## config.mk

```make
export PLATFORM = sky130hd
export DESIGN_NAME = lossy_block_run_length_encoder_top
export DESIGN_NICKNAME = d
export VERILOG_FILES = /design/src/rtl/lbrle_pkg.sv /design/src/rtl/lbrle_cfg.sv /design/src/rtl/lbrle_core.sv /design/src/rtl/lbrle_outq.sv /design/src/rtl/lossy_block_run_length_encoder_top.sv
export SDC_FILE = /design/constraint.sdc
export NUM_CORES = 1
export LEC_CHECK = 0
export BUFFER_PORTS_ARGS = -buffer_cell sky130_fd_sc_hd__buf_4
export CORE_MARGIN = 2
export CORE_UTILIZATION = 50
export CTS_CLUSTER_SIZE = 16
export DETAILED_ROUTE_END_ITERATION = 10
export HOLD_SLACK_MARGIN = 0.08
export PLACE_DENSITY = 0.67
export RECOVER_POWER = 100
export SETUP_SLACK_MARGIN = 0.02
export SYNTH_ARGS = -nofsm -noshare
export SYNTH_HDL_FRONTEND = slang
export SYNTH_HIERARCHICAL = 1
export SYNTH_SLANG_ARGS = --single-unit
```

## constraint.sdc

```tcl
create_clock -name i_clk -period 19.4 [get_ports i_clk]
set_clock_uncertainty 0.1 [all_clocks]
set_input_delay 2.91 -clock i_clk [delete_from_list [all_inputs] [get_ports i_clk]]
set_output_delay 2.91 -clock i_clk [all_outputs]
set_load 0.02 [all_outputs]
```

## src/rtl/lbrle_pkg.sv

```systemverilog
// Package: shared types, register indexes and constants of the lossy block run-length encoder.
`default_nettype none
package lbrle_pkg;

    localparam int unsigned CHAN_W   = 8;
    localparam int unsigned PIXEL_W  = 3 * CHAN_W;
    localparam int unsigned COUNT_W  = 8;
    localparam int unsigned DIFF_W   = 10;
    localparam int unsigned SIDE_W   = 8;
    localparam int unsigned POS_W    = 2 * SIDE_W;
    localparam int unsigned CFG_IDX_W = 2;
    localparam int unsigned CFG_DAT_W = DIFF_W;
    localparam int unsigned OQ_DEPTH = 4;
    localparam int unsigned OQ_PTR_W = $clog2(OQ_DEPTH);
    localparam int unsigned OQ_CNT_W = OQ_PTR_W + 1;

    localparam logic [COUNT_W-1:0] RUN_LIMIT = {COUNT_W{1'b1}};

    // Configuration register indexes
    localparam logic [CFG_IDX_W-1:0] REG_THRESH   = 2'd0;
    localparam logic [CFG_IDX_W-1:0] REG_COMPRESS = 2'd1;
    localparam logic [CFG_IDX_W-1:0] REG_SIDE     = 2'd2;

    // Reset values
    localparam logic [DIFF_W-1:0] THRESH_RST    = 10'd1;
    localparam logic [POS_W-1:0]  LAST_POS_RST  = 16'd63;

    typedef struct packed {
        logic [DIFF_W-1:0] thresh;
        logic              compress;
        logic [POS_W-1:0]  last_pos;   // index of the last pixel in a block
    } t_cfg;

    typedef struct packed {
        logic [CHAN_W-1:0]  red;
        logic [CHAN_W-1:0]  green;
        logic [CHAN_W-1:0]  blue;
        logic [COUNT_W-1:0] count;
        logic               ends_block;
        logic               last;
    } t_result;

endpackage
`default_nettype wire

```

## src/rtl/lbrle_cfg.sv

```systemverilog
// Configuration registers with the block's last pixel index precomputed.
`default_nettype none
module lbrle_cfg
    import lbrle_pkg::*;
(
    input  wire logic                 i_clk,
    input  wire logic                 i_rst_n,
    input  wire logic                 i_cfg_we,
    input  wire logic [CFG_IDX_W-1:0] i_cfg_idx,
    input  wire logic [CFG_DAT_W-1:0] i_cfg_wdata,
    output t_cfg                      o_cfg
);

    t_cfg              r_cfg;
    logic [SIDE_W-1:0] side;
    logic [POS_W-1:0]  area;

    always_comb begin
        side = i_cfg_wdata[SIDE_W-1:0];
        // treat a side of zero as a one-pixel block
        if (side == '0) begin
            side = SIDE_W'(1);
        end
        area = POS_W'(side) * POS_W'(side);
    end

    always_ff @(posedge i_clk) begin
        if (!i_rst_n) begin
            r_cfg.thresh   <= THRESH_RST;
            r_cfg.compress <= 1'b0;
            r_cfg.last_pos <= LAST_POS_RST;
        end else if (i_cfg_we) begin
            unique case (i_cfg_idx)
                REG_THRESH:   r_cfg.thresh   <= i_cfg_wdata;
                REG_COMPRESS: r_cfg.compress <= i_cfg_wdata[0];
                REG_SIDE:     r_cfg.last_pos <= area - POS_W'(1);
                default: ;
            endcase
        end
    end

    assign o_cfg = r_cfg;

endmodule
`default_nettype wire

```

## src/rtl/lbrle_core.sv

```systemverilog
// Pixel input register, run compare and run state update.
`default_nettype none
module lbrle_core
    import lbrle_pkg::*;
(
    input  wire logic               i_clk,
    input  wire logic               i_rst_n,
    input  wire t_cfg               i_cfg,
    input  wire logic               i_valid,
    output logic                    o_ready,
    input  wire logic [PIXEL_W-1:0] i_pixel,   // red in bits 23..16
    input  wire logic               i_space,   // queue can take two results
    output logic [1:0]              o_push_n,
    output t_result                 o_res_a,
    output t_result                 o_res_b
);

    logic               r_in_valid;
    logic [PIXEL_W-1:0] r_px;
    logic [PIXEL_W-1:0] r_rep;
    logic [COUNT_W-1:0] r_len;
    logic [POS_W-1:0]   r_pos;

    logic [PIXEL_W-1:0] n_rep;
    logic [COUNT_W-1:0] n_len;
    logic               fire;
    logic               first;
    logic               ovf;
    logic               diff_over;
    logic               closed;
    logic               block_end;
    logic [CHAN_W-1:0]  ad_r, ad_g, ad_b;
    logic [DIFF_W-1:0]  dsum;

    function automatic logic [CHAN_W-1:0] abs_diff(input logic [CHAN_W-1:0] a,
                                                   input logic [CHAN_W-1:0] b);
        return (a > b) ? (a - b) : (b - a);
    endfunction

    assign fire    = r_in_valid && i_space;
    assign o_ready = !r_in_valid || fire;

    always_comb begin
        ad_r = abs_diff(r_rep[23:16], r_px[23:16]);
        ad_g = abs_diff(r_rep[15:8],  r_px[15:8]);
        ad_b = abs_diff(r_rep[7:0],   r_px[7:0]);
        dsum = DIFF_W'(ad_r) + DIFF_W'(ad_g) + DIFF_W'(ad_b);

        first     = (r_pos == '0);
        ovf       = !first && (r_len == RUN_LIMIT);
        diff_over = dsum > i_cfg.thresh;
        closed    = !first && (ovf || diff_over);
        block_end = r_pos >= i_cfg.last_pos;

        if (first) begin
            n_rep = r_px;
        end else if (ovf) begin
            n_rep = i_cfg.compress ? r_rep : r_px;
        end else if (diff_over) begin
            n_rep = r_px;
        end else begin
            n_rep = r_rep;
        end
        n_len = (first || closed) ? COUNT_W'(1) : r_len + COUNT_W'(1);
    end

    // closed run goes first, then the run that ends the block
    always_comb begin
        t_result closed_res;
        t_result end_res;
        closed_res.red        = r_rep[23:16];
        closed_res.green      = r_rep[15:8];
        closed_res.blue       = r_rep[7:0];
        closed_res.count      = r_len;
        closed_res.ends_block = 1'b0;
        closed_res.last       = !block_end;
        end_res.red           = n_rep[23:16];
        end_res.green         = n_rep[15:8];
        end_res.blue          = n_rep[7:0];
        end_res.count         = n_len;
        end_res.ends_block    = 1'b1;
        end_res.last          = 1'b1;
        o_res_a  = closed ? closed_res : end_res;
        o_res_b  = end_res;
        o_push_n = fire ? (2'(closed) + 2'(block_end)) : 2'd0;
    end

    always_ff @(posedge i_clk) begin
        if (!i_rst_n) begin
            r_in_valid <= 1'b0;
            r_rep      <= '0;
            r_len      <= '0;
            r_pos      <= '0;
        end else begin
            if (o_ready) begin
                r_in_valid <= i_valid;
            end
            if (fire) begin
                r_rep <= n_rep;
                if (block_end) begin
                    r_len <= '0;
                    r_pos <= '0;
                end else begin
                    r_len <= n_len;
                    r_pos <= r_pos + POS_W'(1);
                end
            end
        end
    end

    always_ff @(posedge i_clk) begin
        if (o_ready && i_valid) begin
            r_px <= i_pixel;
        end
    end

`ifndef ASSERT_OFF
    a_end_clears_pos: assert property (@(posedge i_clk) disable iff (!i_rst_n)
        fire && block_end |=> (r_pos == '0) && (r_len == '0))
        else $error("block end did not clear position and length");
    a_close_restarts: assert property (@(posedge i_clk) disable iff (!i_rst_n)
        fire && closed && !block_end |=> (r_len == COUNT_W'(1)))
        else $error("closed run did not restart at length one");
    a_open_len: assert property (@(posedge i_clk) disable iff (!i_rst_n)
        (r_pos != '0) |-> (r_len != '0))
        else $error("open run inside a block has zero length");
`endif

endmodule
`default_nettype wire

```

## src/rtl/lbrle_outq.sv

```systemverilog
// Four-entry result queue; takes up to two results per cycle.
`default_nettype none
module lbrle_outq
    import lbrle_pkg::*;
(
    input  wire logic  i_clk,
    input  wire logic  i_rst_n,
    input  wire logic [1:0] i_push_n,
    input  wire t_result    i_res_a,
    input  wire t_result    i_res_b,
    output logic       o_space,
    output logic       o_valid,
    input  wire logic  i_ready,
    output t_result    o_res
);

    t_result             r_mem [OQ_DEPTH];
    logic [OQ_PTR_W-1:0] r_wptr;
    logic [OQ_PTR_W-1:0] r_rptr;
    logic [OQ_CNT_W-1:0] r_count;
    logic                pop;

    assign o_valid = (r_count != '0);
    assign o_res   = r_mem[r_rptr];
    assign pop     = o_valid && i_ready;
    assign o_space = r_count <= OQ_CNT_W'(OQ_DEPTH - 2);

    always_ff @(posedge i_clk) begin
        if (!i_rst_n) begin
            r_wptr  <= '0;
            r_rptr  <= '0;
            r_count <= '0;
        end else begin
            r_wptr  <= r_wptr + OQ_PTR_W'(i_push_n);
            r_rptr  <= r_rptr + OQ_PTR_W'(pop);
            r_count <= r_count + OQ_CNT_W'(i_push_n) - OQ_CNT_W'(pop);
        end
    end

    always_ff @(posedge i_clk) begin
        if (i_push_n != 2'd0) begin
            r_mem[r_wptr] <= i_res_a;
        end
        if (i_push_n == 2'd2) begin
            r_mem[r_wptr + OQ_PTR_W'(1)] <= i_res_b;
        end
    end

`ifndef ASSERT_OFF
    a_no_overflow: assert property (@(posedge i_clk) disable iff (!i_rst_n)
        (i_push_n != 2'd0) |-> o_space)
        else $error("push into a queue without room for two results");
    a_count_bound: assert property (@(posedge i_clk) disable iff (!i_rst_n)
        r_count <= OQ_CNT_W'(OQ_DEPTH))
        else $error("queue count beyond depth");
    a_push_three: assert property (@(posedge i_clk) disable iff (!i_rst_n)
        i_push_n != 2'd3)
        else $error("more than two results from one pixel");
`endif

endmodule
`default_nettype wire

```

## src/rtl/lossy_block_run_length_encoder_top.sv

```systemverilog
// Top level of the lossy block run-length encoder.
// Pixels enter in block-scan order (square blocks of side by side pixels, raster
// order inside a block) and leave as runs: a representative pixel and a count of
// 1..255. A pixel extends the open run while |dR|+|dG|+|dB| against the
// representative is at most the difference threshold; a run that has reached 255
// pixels is closed by the next pixel, which opens a run that keeps the old
// representative when the repeat flag is set. The last pixel of a block always
// emits the open run with ends_block (o_m_tlast) set; a pixel can emit two runs,
// and the final run caused by a pixel carries the last flag in o_m_tuser. Rate:
// one pixel per clock, sustained while the sink takes a run every cycle and
// pixels emit no more than one run per cycle on average. A pixel is latched in an
// input register, compared and folded into the run state when there is room, and
// its runs are written into a four-entry result queue; the input stalls only
// while a pixel waits in the input register and that queue holds more than two
// runs, which happens when the sink stalls or when two-run pixels come faster
// than one run per cycle drains. The first run of a pixel appears on the output
// once it is written into the result queue. Register writes (index 0 difference
// threshold, 1 repeat flag, 2 block side) take effect on the next cycle and are
// meant for idle periods; a block side of 0 or 1 gives one-pixel blocks.
`default_nettype none
module lossy_block_run_length_encoder_top
    import lbrle_pkg::*;
(
    input  wire logic                 i_clk,
    input  wire logic                 i_rst_n,
    // configuration write port
    input  wire logic                 i_cfg_we,
    input  wire logic [CFG_IDX_W-1:0] i_cfg_idx,
    input  wire logic [CFG_DAT_W-1:0] i_cfg_wdata,
    // pixel stream in
    input  wire logic                 i_s_tvalid,
    output logic                      o_s_tready,
    input  wire logic [23:0]          i_s_tdata,   // red[7:0], green[15:8], blue[23:16]
    // run stream out
    output logic                      o_m_tvalid,
    input  wire logic                 i_m_tready,
    output logic [31:0]               o_m_tdata,   // run_red[7:0], run_green[15:8],
                                                   // run_blue[23:16], run_count[31:24]
    output logic                      o_m_tuser,   // last[0]
    output logic                      o_m_tlast    // ends_block
);

    t_cfg               cfg;
    logic               space;
    logic [1:0]         push_n;
    t_result            res_a;
    t_result            res_b;
    t_result            res_out;
    logic [PIXEL_W-1:0] pixel;

    // hold the pixel with red in the upper byte, as the run state keeps it
    assign pixel = {i_s_tdata[7:0], i_s_tdata[15:8], i_s_tdata[23:16]};

    lbrle_cfg u_cfg (
        .i_clk       (i_clk),
        .i_rst_n     (i_rst_n),
        .i_cfg_we    (i_cfg_we),
        .i_cfg_idx   (i_cfg_idx),
        .i_cfg_wdata (i_cfg_wdata),
        .o_cfg       (cfg)
    );

    lbrle_core u_core (
        .i_clk    (i_clk),
        .i_rst_n  (i_rst_n),
        .i_cfg    (cfg),
        .i_valid  (i_s_tvalid),
        .o_ready  (o_s_tready),
        .i_pixel  (pixel),
        .i_space  (space),
        .o_push_n (push_n),
        .o_res_a  (res_a),
        .o_res_b  (res_b)
    );

    lbrle_outq u_outq (
        .i_clk    (i_clk),
        .i_rst_n  (i_rst_n),
        .i_push_n (push_n),
        .i_res_a  (res_a),
        .i_res_b  (res_b),
        .o_space  (space),
        .o_valid  (o_m_tvalid),
        .i_ready  (i_m_tready),
        .o_res    (res_out)
    );

    // drive the run fields onto the output bus, first field in the low byte
    assign o_m_tdata = {res_out.count, res_out.blue, res_out.green, res_out.red};
    assign o_m_tuser = res_out.last;
    assign o_m_tlast = res_out.ends_block;

endmodule
`default_nettype wire

```

Word level (Yosys, flattened, before mapping)
Memory sizes are Yosys's and may differ from the RTL's. A register that Yosys moved wholly into a read port is not among the register bits.
Index checks and enable logic that the tools add are counted.
{"block": "classes", "n_addsub": 17, "multipliers": 1, "magnitude_cmp": 6, "eq_ne": 4, "mux": 18, "n_reduce_logical": 19}
{"op": "2-to-1 mux 24 bit", "count": 4}
{"op": "2-to-1 mux 8 bit", "count": 6}
{"op": "subtractor 8 bit", "count": 6}
{"op": "2-to-1 mux 34 bit", "count": 1}
{"op": "> comparator 8 bit", "count": 3}
{"op": "adder 16 x 1 -> 16 bit (second input constant)", "count": 1}
{"op": ">= comparator 16 bit", "count": 1}
{"op": "zero test 16 bit", "count": 1}
{"op": "multiplier 8 x 8 -> 16 bit", "count": 1}
{"op": "2-to-1 mux 16 bit", "count": 1}
{"op": "subtractor 16 x 1 -> 16 bit (second input constant)", "count": 1}
{"op": "adder 10 x 8 -> 10 bit", "count": 1}
{"op": "> comparator 10 bit", "count": 1}
{"op": "adder 8 x 8 -> 9 bit", "count": 1}
{"op": "adder 8 x 1 -> 8 bit (second input constant)", "count": 1}
{"op": "equality test 8 bit (second input constant)", "count": 1}
{"op": "zero test 8 bit", "count": 1}
{"op": "AND reduction 2 bit", "count": 3}
{"op": "logical AND 1 bit", "count": 5}
{"op": "equality test 2 bit (second input constant)", "count": 2}
{"op": "2-to-1 mux 1 bit", "count": 4}
{"op": "2-to-1 mux 2 bit", "count": 2}
{"op": "adder 3 x 2 -> 3 bit", "count": 1}
{"op": "<= comparator 3 x 2 -> 1 bit (second input constant)", "count": 1}
{"op": "11 further kinds", "count": 15}
{"block": "totals", "ff_bits": 107, "ram_bits": 136, "input_bits": 41, "out_inout_bits": 36, "elab_cells": 77, "mem_count": 1}
{"memory": "u_outq.r_mem", "words": 4, "word_bits": 34, "read_ports": 1, "rd_clocked_by_memory_dff": 1, "wr": 2, "line": "lbrle_outq.sv:17", "rtl": "t_result r_mem [OQ_DEPTH];"}

Longest topological paths before layout
Gate-level depths: netlist (run 1).
{"block": "logic_depth", "ltp_word": 12, "ltp_mapped": 38, "depth_no_buf": 35}

Cells and area by module
The synthesis (run 1) kept the hierarchy.
{"mod": "lbrle_outq", "instances": 1, "cells_each": 374, "area_per_inst_um2": 7011.7, "seq_area_each_um2": 4224.1}
{"mod": "lbrle_core", "instances": 1, "cells_each": 819, "area_per_inst_um2": 6670.1, "seq_area_each_um2": 1701.6}
{"mod": "lbrle_cfg", "instances": 1, "cells_each": 342, "area_per_inst_um2": 2927.8, "seq_area_each_um2": 520.5}

Worst setup path after synthesis (run 1)
Ideal clock, no wire load.
{"block": "synth_timing", "path_type": "reg2reg", "startpoint": "register u_core.r_px[11]", "endpoint": "memory u_outq/r_mem[0][0] (netlist name) (enable)", "setup_time_ps": 472, "arrival_time_ps": 8332, "t_required_ps": 18828, "slack_ps": 10496, "path_stages_with_launch": 32, "path_buffers": 3, "synth_period_minus_slack_ps": 8904, "path_cell_list": "edfxtp_1 > inv_1 > ha_1 > clkbuf_1 > a21oi_1 > a21oi_1 > o22ai_2 > buf_2 > mux2_2 > fa_1 > ha_1 > inv_1 > fa_1 > nor2b_1 > o21ai_0 > a21boi_0 > o21ai_0 > nand2b_1 > a21oi_1 > nor2b_1 > ha_1 > nand4_1 > a211oi_1 > a2111oi_2 > o21bai_1 > buf_2 > nand2_1 > inv_1 > ha_1 > and3_1 > o21bai_1 > o21ai_0"}
{"element": "start: declaration", "line": "lbrle_core.sv:19", "rtl": "logic [PIXEL_W-1:0] r_px;"}
{"element": "start signal: assignment", "line": "lbrle_core.sv:113", "rtl": "r_px <= i_pixel;"}
{"element": "end: declaration", "line": "lbrle_outq.sv:17"}

==> results.ini, run 1 <==
[outcome]
status=finished, violations left
violations=max-capacitance violations, max-slew violations

[cells_and_area]
drive_gt1_share_pct=16.6
fin_nets=1780
antenna_cells=0
final_cells=2039
stdcell_area_um2=18100
syn_to_final_growth_pct=9.03

[global_route]
track_usage_pct=21.8
grt_pass1_wl_um=59400
grt_remaining_overflow=0
antenna_found_initial=0
grt_max_degree=61
grt_pass1_vias=11231

[floorplan]
initial_core_util_pct=50.9
coreArea_um2=32600
pin_count=77
std_cell_rows=66
dieArea_um2=34700
die-height_um=186
die-width_um=186

[setup_path]
critPathMaxFanout=35
endpoint_kind=register
crit_type=register to register
worstRegToRegCells=31
critPathArrivalTime_ps=11870
cp_data_required_time_ps=19420
crit-reg2reg-launch=u_core/r_rep[0]
endpoint=u_outq/r_mem[2][21]
start_kind=register
regToRegEndpoint=u_outq/r_mem[2][21]
max_stage_delay_ps=1650
startpoint=u_core/r_rep[0]
ff2ff_setup_slack_ps=7550
slowest_stage=clkbuf_1

[timing]
hold_viol=0
slew_violations=428
fin_crit_sh_pct=61.1
worst_pin_slew_ps=2680
fin_tns_setup_ps=0
relSlewSlack_pct=-78.5
fmax_ghz=0.0844
setup_viol=0
fin_ws_ps=7550
rsz0062_at_grt=no
min_period_ps=11850

[logic_synthesis]
avgSynthCellArea_um2=10.8
yosys_warnings=6
synth_edf_count=160
synth_cell_type_count=77
yosysSeqAreaShare_pct=38.8
async_flop_share_pct=0
post-synth-top-count-cell=inv_1
synth.ff_latch_count=242
netlist_area_um2=16600
synth_common_cells=186 x inv_1, 160 x edfxtp_1, 141 x mux2_2
syn-instance-count=1535
netlist_top_cells_area=edfxtp_1 29%, dfxtp_1 9.9%, mux2_2 9.6%, ha_1 8.7%, fa_1 5.7%
yosys.area.top_type=edfxtp_1
synthFlopType=edfxtp_1
synth.top_cell.area_share_pct=28.9

[place]
dp.cells=1989
io_buffer_count=76
routabilityCongestion=0.858
placed_cell_area_um2=17500
hpwlAfterDp_um=25700
dp_slack_ps=10710

[power_and_ir_drop]
total_power_mw=2.78
p_leak_nw=7.24
power_density_nw_per_um2=154
ir_drop_uv=165

[route]
drtPass1Iterations=5
viasPerCell=5.52
drc=0
drt_first_iter_violations=699
vias=11248
ant_nets=0
wire_per_inst_um=18.1
drt-total-wl_um=37000

[flow_run]
max_cap_viol_count=13

[clock_network]
clock-sinks=242
clk_latency_ps=550
tritoncts=yes
post-cts-setup-buffer-count=0
cts_made_buffers=27
cts_resized=0
clk_path_buf_depth=3
root_buffer=clkbuf_16
ctsHoldBuffers=0
clk_pin_slew_ps=60
h-tree-depth=1

[worst_hold_path]
hold_path_class=register to register

-- power by group --
part / switching, mW / internal, mW / total [mW]
clock: 0.210 / 0.301 / 0.511
combinational: 0.988 / 0.631 / 1.62
sequential: 0.0349 / 0.618 / 0.653
-- cell type report --
cell class	count	area [um2]
fillers	2863	14500
multi-input cells	1029	9080
flip-flops and latches	242	6450
clock buffers	36	719
inverters	186	698
well taps	442	553
repair buffers	90	450
clock inverters	14	158
-- cells by family after synthesis --
family                   after synthesis  synth area share, %
AND/OR/NAND/NOR                      335                 10.3
multiplexers                         231                 17.6
XOR/XNOR                              61                 3.38
AO/OA/AOI/OAI                        237                 8.71
buffers and inverters                265                 6.76
adder cells (fa/ha/maj)              163                 14.4
flip-flops                           242                 38.8
other                                  1               0.0226
-- cell usage in the layout, fill, tap and decap left out, types with 19 or more instances in the layout --
cell type and count:
nand3_1 19, mux2_2 139, and2_0 20, fa_1 47
edfxtp_1 160, dfxtp_1 82, mux2i_1 53, and2_1 26
nand2_1 123, mux4_2 34, xor2_1 27, nor2_1 45
xnor2_1 32, a21oi_1 65, o21ai_0 89, nor2b_1 23
ha_1 116, clkbuf_16 27, clkbuf_1 68, inv_1 186
-- worst max-delay path, delay by kind of cell (launching register included) --
kind	cells	cell delay, ps
buf+inv	6	3890
compound gates	9	2910
fa+ha+maj	6	2120
simple gates	7	1280
xor+xnor	2	470
flops	1	330
mux	1	300
-- flip-flops by register name, summed over array words and instances, names as in the netlist --
name / flops
u_core/r_len: 8
u_cfg/o_cfg: 26
u_core/r_px: 24
u_outq/r_rptr: 2
u_outq/r_mem: 136
u_core/r_in_valid: 1
u_outq/r_wptr: 2
u_outq/r_count: 3
u_core/r_rep: 24
u_core/r_pos: 16
-- stage by stage --
step	util, %	hold slack, ps
after global routing	55.5	374
after detailed placement	53.7	346
final	55.5	355
after CTS	56.3	354
after floorplan	-	325
after global placement	53.7	340
-- routing by layer --
| metal | up-vias | part of all wire [%] | GRT usage (%) |
|---|---|---|---|
| li1 | 5464 | - | - |
| met3 | 44 | 5.6 | 3.86 |
| met2 | 267 | 45 | 34.9 |
| met4 | 0 | 1.4 | 3.72 |
| met1 | 5473 | 48 | 31.5 |
| met5 | - | 0 | 0 |
-- worst min path at each step --
stage          depth (start not counted)         endpoint            start  slack (ps)
6_report                               2  u_cfg/o_cfg[12]  u_cfg/o_cfg[12]         360
5_1_grt                                2  u_cfg/o_cfg[15]  u_cfg/o_cfg[15]         370
4_1_cts                                2  u_cfg/o_cfg[14]  u_cfg/o_cfg[14]         350
3_5_place_dp                           2  u_cfg/o_cfg[13]  u_cfg/o_cfg[13]         350
3_3_place_gp                           2   u_cfg/o_cfg[9]   u_cfg/o_cfg[9]         340
2_1_floorplan                          2  u_cfg/o_cfg[13]  u_cfg/o_cfg[13]         330
Note: power is estimated with default switching activity, not from simulation.
==> run 2, diff against run 1 <==
ABC_AREA = 1   (was not set)
PLACE_DENSITY = 0.69   (was 0.67)
clock period = 10.9 ns   (was 19.4 ns; I/O delays follow)
==> results.ini, run 2 <==
[outcome]
status=finished, violations left
violations=max-capacitance violations, max-slew violations

[floorplan]
std_cell_rows=69  ; +4.5%
die-height_um=193  ; +3.8%
dieArea_um2=37400  ; +7.8%
pin_count=77  ; unchanged
coreArea_um2=35400  ; +8.5%
initial_core_util_pct=50.6  ; -0.28 points
die-width_um=193  ; +3.8%

[cells_and_area]
regArea_um2=6450  ; about the same
largest-register=u_outq/r_mem
final_cells=2794  ; +37%
syn_to_final_growth_pct=6.89
largest_register_ffs=136  ; unchanged
antenna_cells=0  ; unchanged
fin_nets=2515  ; +41%
fillers=3364  ; +17%
multi_input_area_um2=9280  ; +2.1%
final_core_util_pct=54.1  ; -1.4 points
drive_gt1_share_pct=6.09  ; -11 points
final_cell_mix=499 x nand2_1, 354 x inv_1, 290 x o21ai_0, 187 x nor2_1, 160 x edfxtp_1
layout_commonest_cell=nand2_1

[timing]
hold_viol=0  ; unchanged
slew_violations=252  ; -41%
fmax_ghz=0.110  ; +31%
fin_ws_ps=1820  ; -5730 ps
hold-worst-slack_ps=350  ; -5.52 ps
setup_viol=0  ; unchanged
worst_pin_slew_ps=2800  ; +124 ps
relSlewSlack_pct=-86.8  ; -8.3 points
min_period_ps=9080  ; -2770 ps
fin_tns_setup_ps=0  ; unchanged
rsz0062_at_grt=no
fin_crit_sh_pct=83.3  ; +22 points

[logic_synthesis]
yosys_warnings=6  ; unchanged
synth.top_cell.area_share_pct=26.8  ; -2.1 points
async_flop_share_pct=0  ; unchanged
synth.ff_latch_count=242  ; unchanged
yosys.area.top_type=edfxtp_1
yosysSeqAreaShare_pct=36.0  ; -2.8 points
netlist_area_um2=17900  ; +7.9%
syn-instance-count=2304  ; +50%
synth_common_cells=493 x nand2_1, 354 x inv_1, 245 x o21ai_0
synth_cell_type_count=57  ; -26%
avgSynthCellArea_um2=7.78  ; -28%
synthFlopType=edfxtp_1
post-synth-top-count-cell=nand2_1
synth_edf_count=160  ; unchanged
netlist_top_cells_area=edfxtp_1 27%, nand2_1 10%, dfxtp_1 9.2%, ha_1 8.1%, inv_1 7.4%

[place]
io_buffer_count=76  ; unchanged
dp.cells=2742  ; +38%
routabilityCongestion=0.933  ; +8.7%
hpwlAfterDp_um=31600  ; +23%
dp_slack_ps=3020  ; -7690 ps

[clock_network]
post-cts-setup-buffer-count=0  ; unchanged
clock-sinks=242  ; unchanged
ctsHoldBuffers=0  ; unchanged
h-tree-depth=1  ; unchanged
cts_resized=0  ; unchanged
root_buffer=clkbuf_16
clk_path_buf_depth=3  ; unchanged
clk_pin_slew_ps=70  ; about the same
tritoncts=yes
cts_made_buffers=28  ; +3.7%
clk_latency_ps=570  ; +20 ps

[setup_path]
crit_type=register to register
critPathMaxFanout=31  ; -11%
cp_data_required_time_ps=11080  ; -8340 ps
critPathArrivalTime_ps=9260  ; -2610 ps
cp_top_family=simple AND/OR/NAND/NOR gates
endpoint_kind=register
max_stage_delay_ps=1310  ; -340 ps
slowest_stage=nand2_1
start_kind=register
critical_path.most_common_cell=nand2_1
path_buf_inv=6  ; unchanged

[route]
drt_first_iter_violations=1214  ; +74%
drc=0  ; unchanged
ant_nets=0  ; unchanged
drt-total-wl_um=45200  ; +22%
vias=15089  ; +34%
wire_per_inst_um=16.2  ; -11%
viasPerCell=5.40  ; -2.1%
drtPass1Iterations=6  ; +1

[power_and_ir_drop]
p_leak_nw=8.84  ; +22%
power_density_nw_per_um2=286  ; +86%
ir_drop_uv=536  ; +230%

[global_route]
grt_pass1_vias=14357  ; +28%
antenna_found_initial=1  ; +1
track_usage_pct=24.0  ; +2.2 points
grt_pass1_wl_um=73900  ; +24%
grt_remaining_overflow=0  ; unchanged
grt_max_degree=73  ; +20%

[flow_run]
max_cap_viol_count=6  ; -7

[worst_hold_path]
hold_path_class=register to register

## run 2: cell count changes after synthesis, sizes merged, moves of 46 or more
| cell | before | now |
|---|---|---|
| nor2 | 48 | 193 |
| and2 | 46 | 0 |
| inv | 186 | 361 |
| mux2i | 53 | 0 |
| nand3 | 20 | 132 |
| nand2 | 124 | 513 |
| o21ai | 96 | 300 |
| mux2 | 144 | 2 |
## run 2: final cells by class
cell class	count	share of cell area, %
multi-input combinational	1583	48.4
sequential	242	33.6
inverter	364	7.16
clock buffer	32	3.84
tap	461	3.01
timing repair buffer	92	2.63
clock inverter	20	1.31
## run 2: kinds of logic (layout without fill, tap and decap cells)
logic type	count (synthesis)	after routing	synth area share [%]
other cells	1	2	0.0209
mux	2	2	0.126
buf+inv	480	508	11.5
flops	242	242	36.0
simple gates	879	879	21.1
fa+ha+maj	163	163	13.3
xor+xnor	44	44	2.15
compound gates	493	493	15.8
## run 2: path summary, 6_finish.rpt
kind,from,to,slack [ps],cells after the start
max,u_core/r_rep[16],u_outq/r_mem[0][26],1820,32
min,u_cfg/o_cfg[16],u_cfg/o_cfg[16],350,2
max reg2reg,u_core/r_rep[16],u_outq/r_mem[0][26],1820,32
min reg2reg,u_cfg/o_cfg[16],u_cfg/o_cfg[16],350,2
## run 2: stage by stage
step                area [um2]  total power, mW
floorplan                17900             4.48
global placement         18600             5.33
detailed placement       18600             5.41
CTS                      19600             6.44
global route             19200             5.94
finish                   19200             5.48
## run 2: tightest hold or removal path: stages (launching register included)
cell     delay (ps)
dfxtp_1         310
inv_1            50
a21oi_1          50
## run 2: layer usage
metal / up-vias / track usage, % / wire length, um
met5: - / 0 / 13
met4: 2 / 5.77 / 976
met3: 80 / 3.00 / 3030
met2: 485 / 38.0 / 20100
met1: 7003 / 34.9 / 21100
li1: 7519 / - / -
## run 2: report_power, final
part	internal, mW	switching (mW)	leakage [nW]
registers	1.16	0.0417	2.13
clock network	0.605	0.406	0.482
logic	1.10	2.17	6.23
==> run 3, diff against run 2 <==
clock period = 7.9 ns   (was 10.9 ns; I/O delays follow)
==> results.ini, run 3 (synthesis gave the netlist of run 2 again) <==
[route]
viasPerCell=5.39  ; -0.22%
vias=15136  ; +0.31%
ant_nets=0  ; unchanged
drt_first_iter_violations=1179  ; -2.9%
wire_per_inst_um=15.9  ; -1.9%
drt-total-wl_um=44600  ; -1.4%
drc=0  ; unchanged
drtPass1Iterations=5  ; -1

[global_route]
grt_remaining_overflow=0  ; unchanged
grt_use_met3_pct=3.00  ; unchanged
grt_busiest_layer=met2
grt_max_degree=73  ; unchanged
antenna_found_initial=0  ; -1
use_met2_pct=37.4  ; -0.62 points
grt_pass1_vias=14062  ; -2.1%
met1_usage_pct=34.2  ; -0.73 points
grt_pass1_wl_um=72700  ; -1.6%
track_usage_pct=23.5  ; -0.45 points

[floorplan]
die-height_um=193  ; unchanged
coreArea_um2=35400  ; unchanged
pin_count=77  ; unchanged
dieArea_um2=37400  ; unchanged
die-width_um=193  ; unchanged
initial_core_util_pct=50.6  ; unchanged
std_cell_rows=69  ; unchanged

[outcome]
status=finished, violations left
violations=max-capacitance violations, max-slew violations

[setup_path]
endpoint_kind=register
start_kind=register
crit-reg2reg-launch=u_core/r_rep[16]
regToRegEndpoint=u_outq/r_mem[1][2]
ff2ff_setup_slack_ps=620  ; -1200 ps
max_stage_delay_ps=550  ; -760 ps
critical_path.most_common_cell=inv_1
crit_type=register to register
critPathMaxFanout=34  ; +9.7%
slowest_stage=fa_1
startpoint=u_core/r_rep[16]
worstRegToRegCells=36  ; +13%
critPathArrivalTime_ps=7340  ; -1920 ps
cp_data_required_time_ps=7970  ; -3110 ps

[timing]
hold-worst-slack_ps=351  ; +1.17 ps
fin_tns_setup_ps=0  ; unchanged
hold_viol=0  ; unchanged
slew_violations=151  ; -40%
rsz0062_at_grt=no
fin_ws_ps=624  ; -1200 ps
setup_viol=0  ; unchanged
relSlewSlack_pct=-103  ; -16 points
fin_crit_sh_pct=92.1  ; +8.8 points
fmax_ghz=0.137  ; +25%
worst_pin_slew_ps=3050  ; +243 ps
min_period_ps=7280  ; -1800 ps

[clock_network]
clk_path_buf_depth=3  ; unchanged
tritoncts=yes
clk_latency_ps=540  ; -30 ps
clock-sinks=242  ; unchanged
cts_resized=0  ; unchanged
root_buffer=clkbuf_16
ctsHoldBuffers=0  ; unchanged
clk_pin_slew_ps=60  ; about the same
cts_made_buffers=27  ; -3.6%
post-cts-setup-buffer-count=0  ; unchanged
h-tree-depth=1  ; unchanged

[place]
dp_slack_ps=281  ; -2740 ps
hpwlAfterDp_um=31200  ; -1.3%
dp.cells=2748  ; +0.22%
routabilityCongestion=0.923  ; -1.0%
io_buffer_count=76  ; unchanged
placed_cell_area_um2=18600  ; +0.24%

[worst_hold_path]
hp-start=u_cfg/o_cfg[16]
holdPathStages=2  ; unchanged
hold_path_end=u_cfg/o_cfg[16]
hold_path_class=register to register

[cells_and_area]
final_cells=2809  ; +0.54%
final_cell_mix=495 x nand2_1, 353 x inv_1, 273 x o21ai_0, 187 x nor2_1, 160 x edfxtp_1
fin_nets=2532  ; +0.68%
largest_register_ffs=136  ; unchanged
drive_gt1_share_pct=7.41  ; +1.3 points
syn_to_final_growth_pct=7.35
stdcell_area_um2=19200  ; +0.43%
layout_commonest_cell=nand2_1
largest-register=u_outq/r_mem

[power_and_ir_drop]
ir_drop_uv=564  ; +5.3%
power_density_nw_per_um2=442  ; +55%
p_leak_nw=8.90  ; +0.70%

[flow_run]
max_cap_viol_count=4  ; -2

## run 3: cell types whose count changed in the layout (fill, tap and decap cells not counted), sizes merged
cell | before | now
buf | 27 | 34
diode | 0 | 1
clkbuf | 97 | 105
inv | 363 | 362
clkinvlp | 2 | 6
bufinv | 5 | 1
## run 3: cell type report
type,instances,area (um2)
fill,3328,16200
antenna,1,2.50
clock buffer,29,683
clock inverter,19,130
tap,461,577
sequential,242,6450
inverter,364,1370
multi-input combinational,1583,9380
timing repair buffer,110,657
## run 3: how the worst max path moves through the flow
stage | end | slack (ps) | depth (start not counted)
final | u_outq/r_mem[1][2] | 620 | 36
after CTS | u_outq/r_mem[3][27] | 290 | 34
after global placement | u_outq/r_mem[3][21] | 540 | 34
after global routing | u_outq/r_mem[0][19] | 130 | 36
after detailed placement | u_outq/r_mem[3][22] | 280 | 34
after floorplan | u_outq/r_mem[0][0] | -890 | 33
## run 3: through the flow
| stage | power, mW | utilization, % |
|---|---|---|
| 4_1_cts | 8.67 | 54.9 |
| 6_report | 8.51 | 54.4 |
| 2_1_floorplan | 6.18 | - |
| 5_1_grt | 9.37 | 54.4 |
| 3_3_place_gp | 7.31 | 52.6 |
| 3_5_place_dp | 7.45 | 52.6 |
## run 3: report_power, final
part	switching (mW)	internal (mW)	leakage [nW]
registers	0.0643	1.72	2.17
logic	3.76	1.80	6.35
clock network	0.520	0.656	0.384
## run 3: critical path, delay by kind of cell, from the launching register on
family	cells	cell delay (ps)
xor+xnor	1	150
flops	1	330
mux	1	390
compound gates	6	1030
fa+ha+maj	7	2260
simple gates	12	1350
buf+inv	9	1300
## run 3: layer usage
layer / up-vias / wire (um)
met5: - / 0
met4: 0 / 991
met3: 69 / 3060
met2: 467 / 19600
met1: 7028 / 20900
li1: 7572 / -
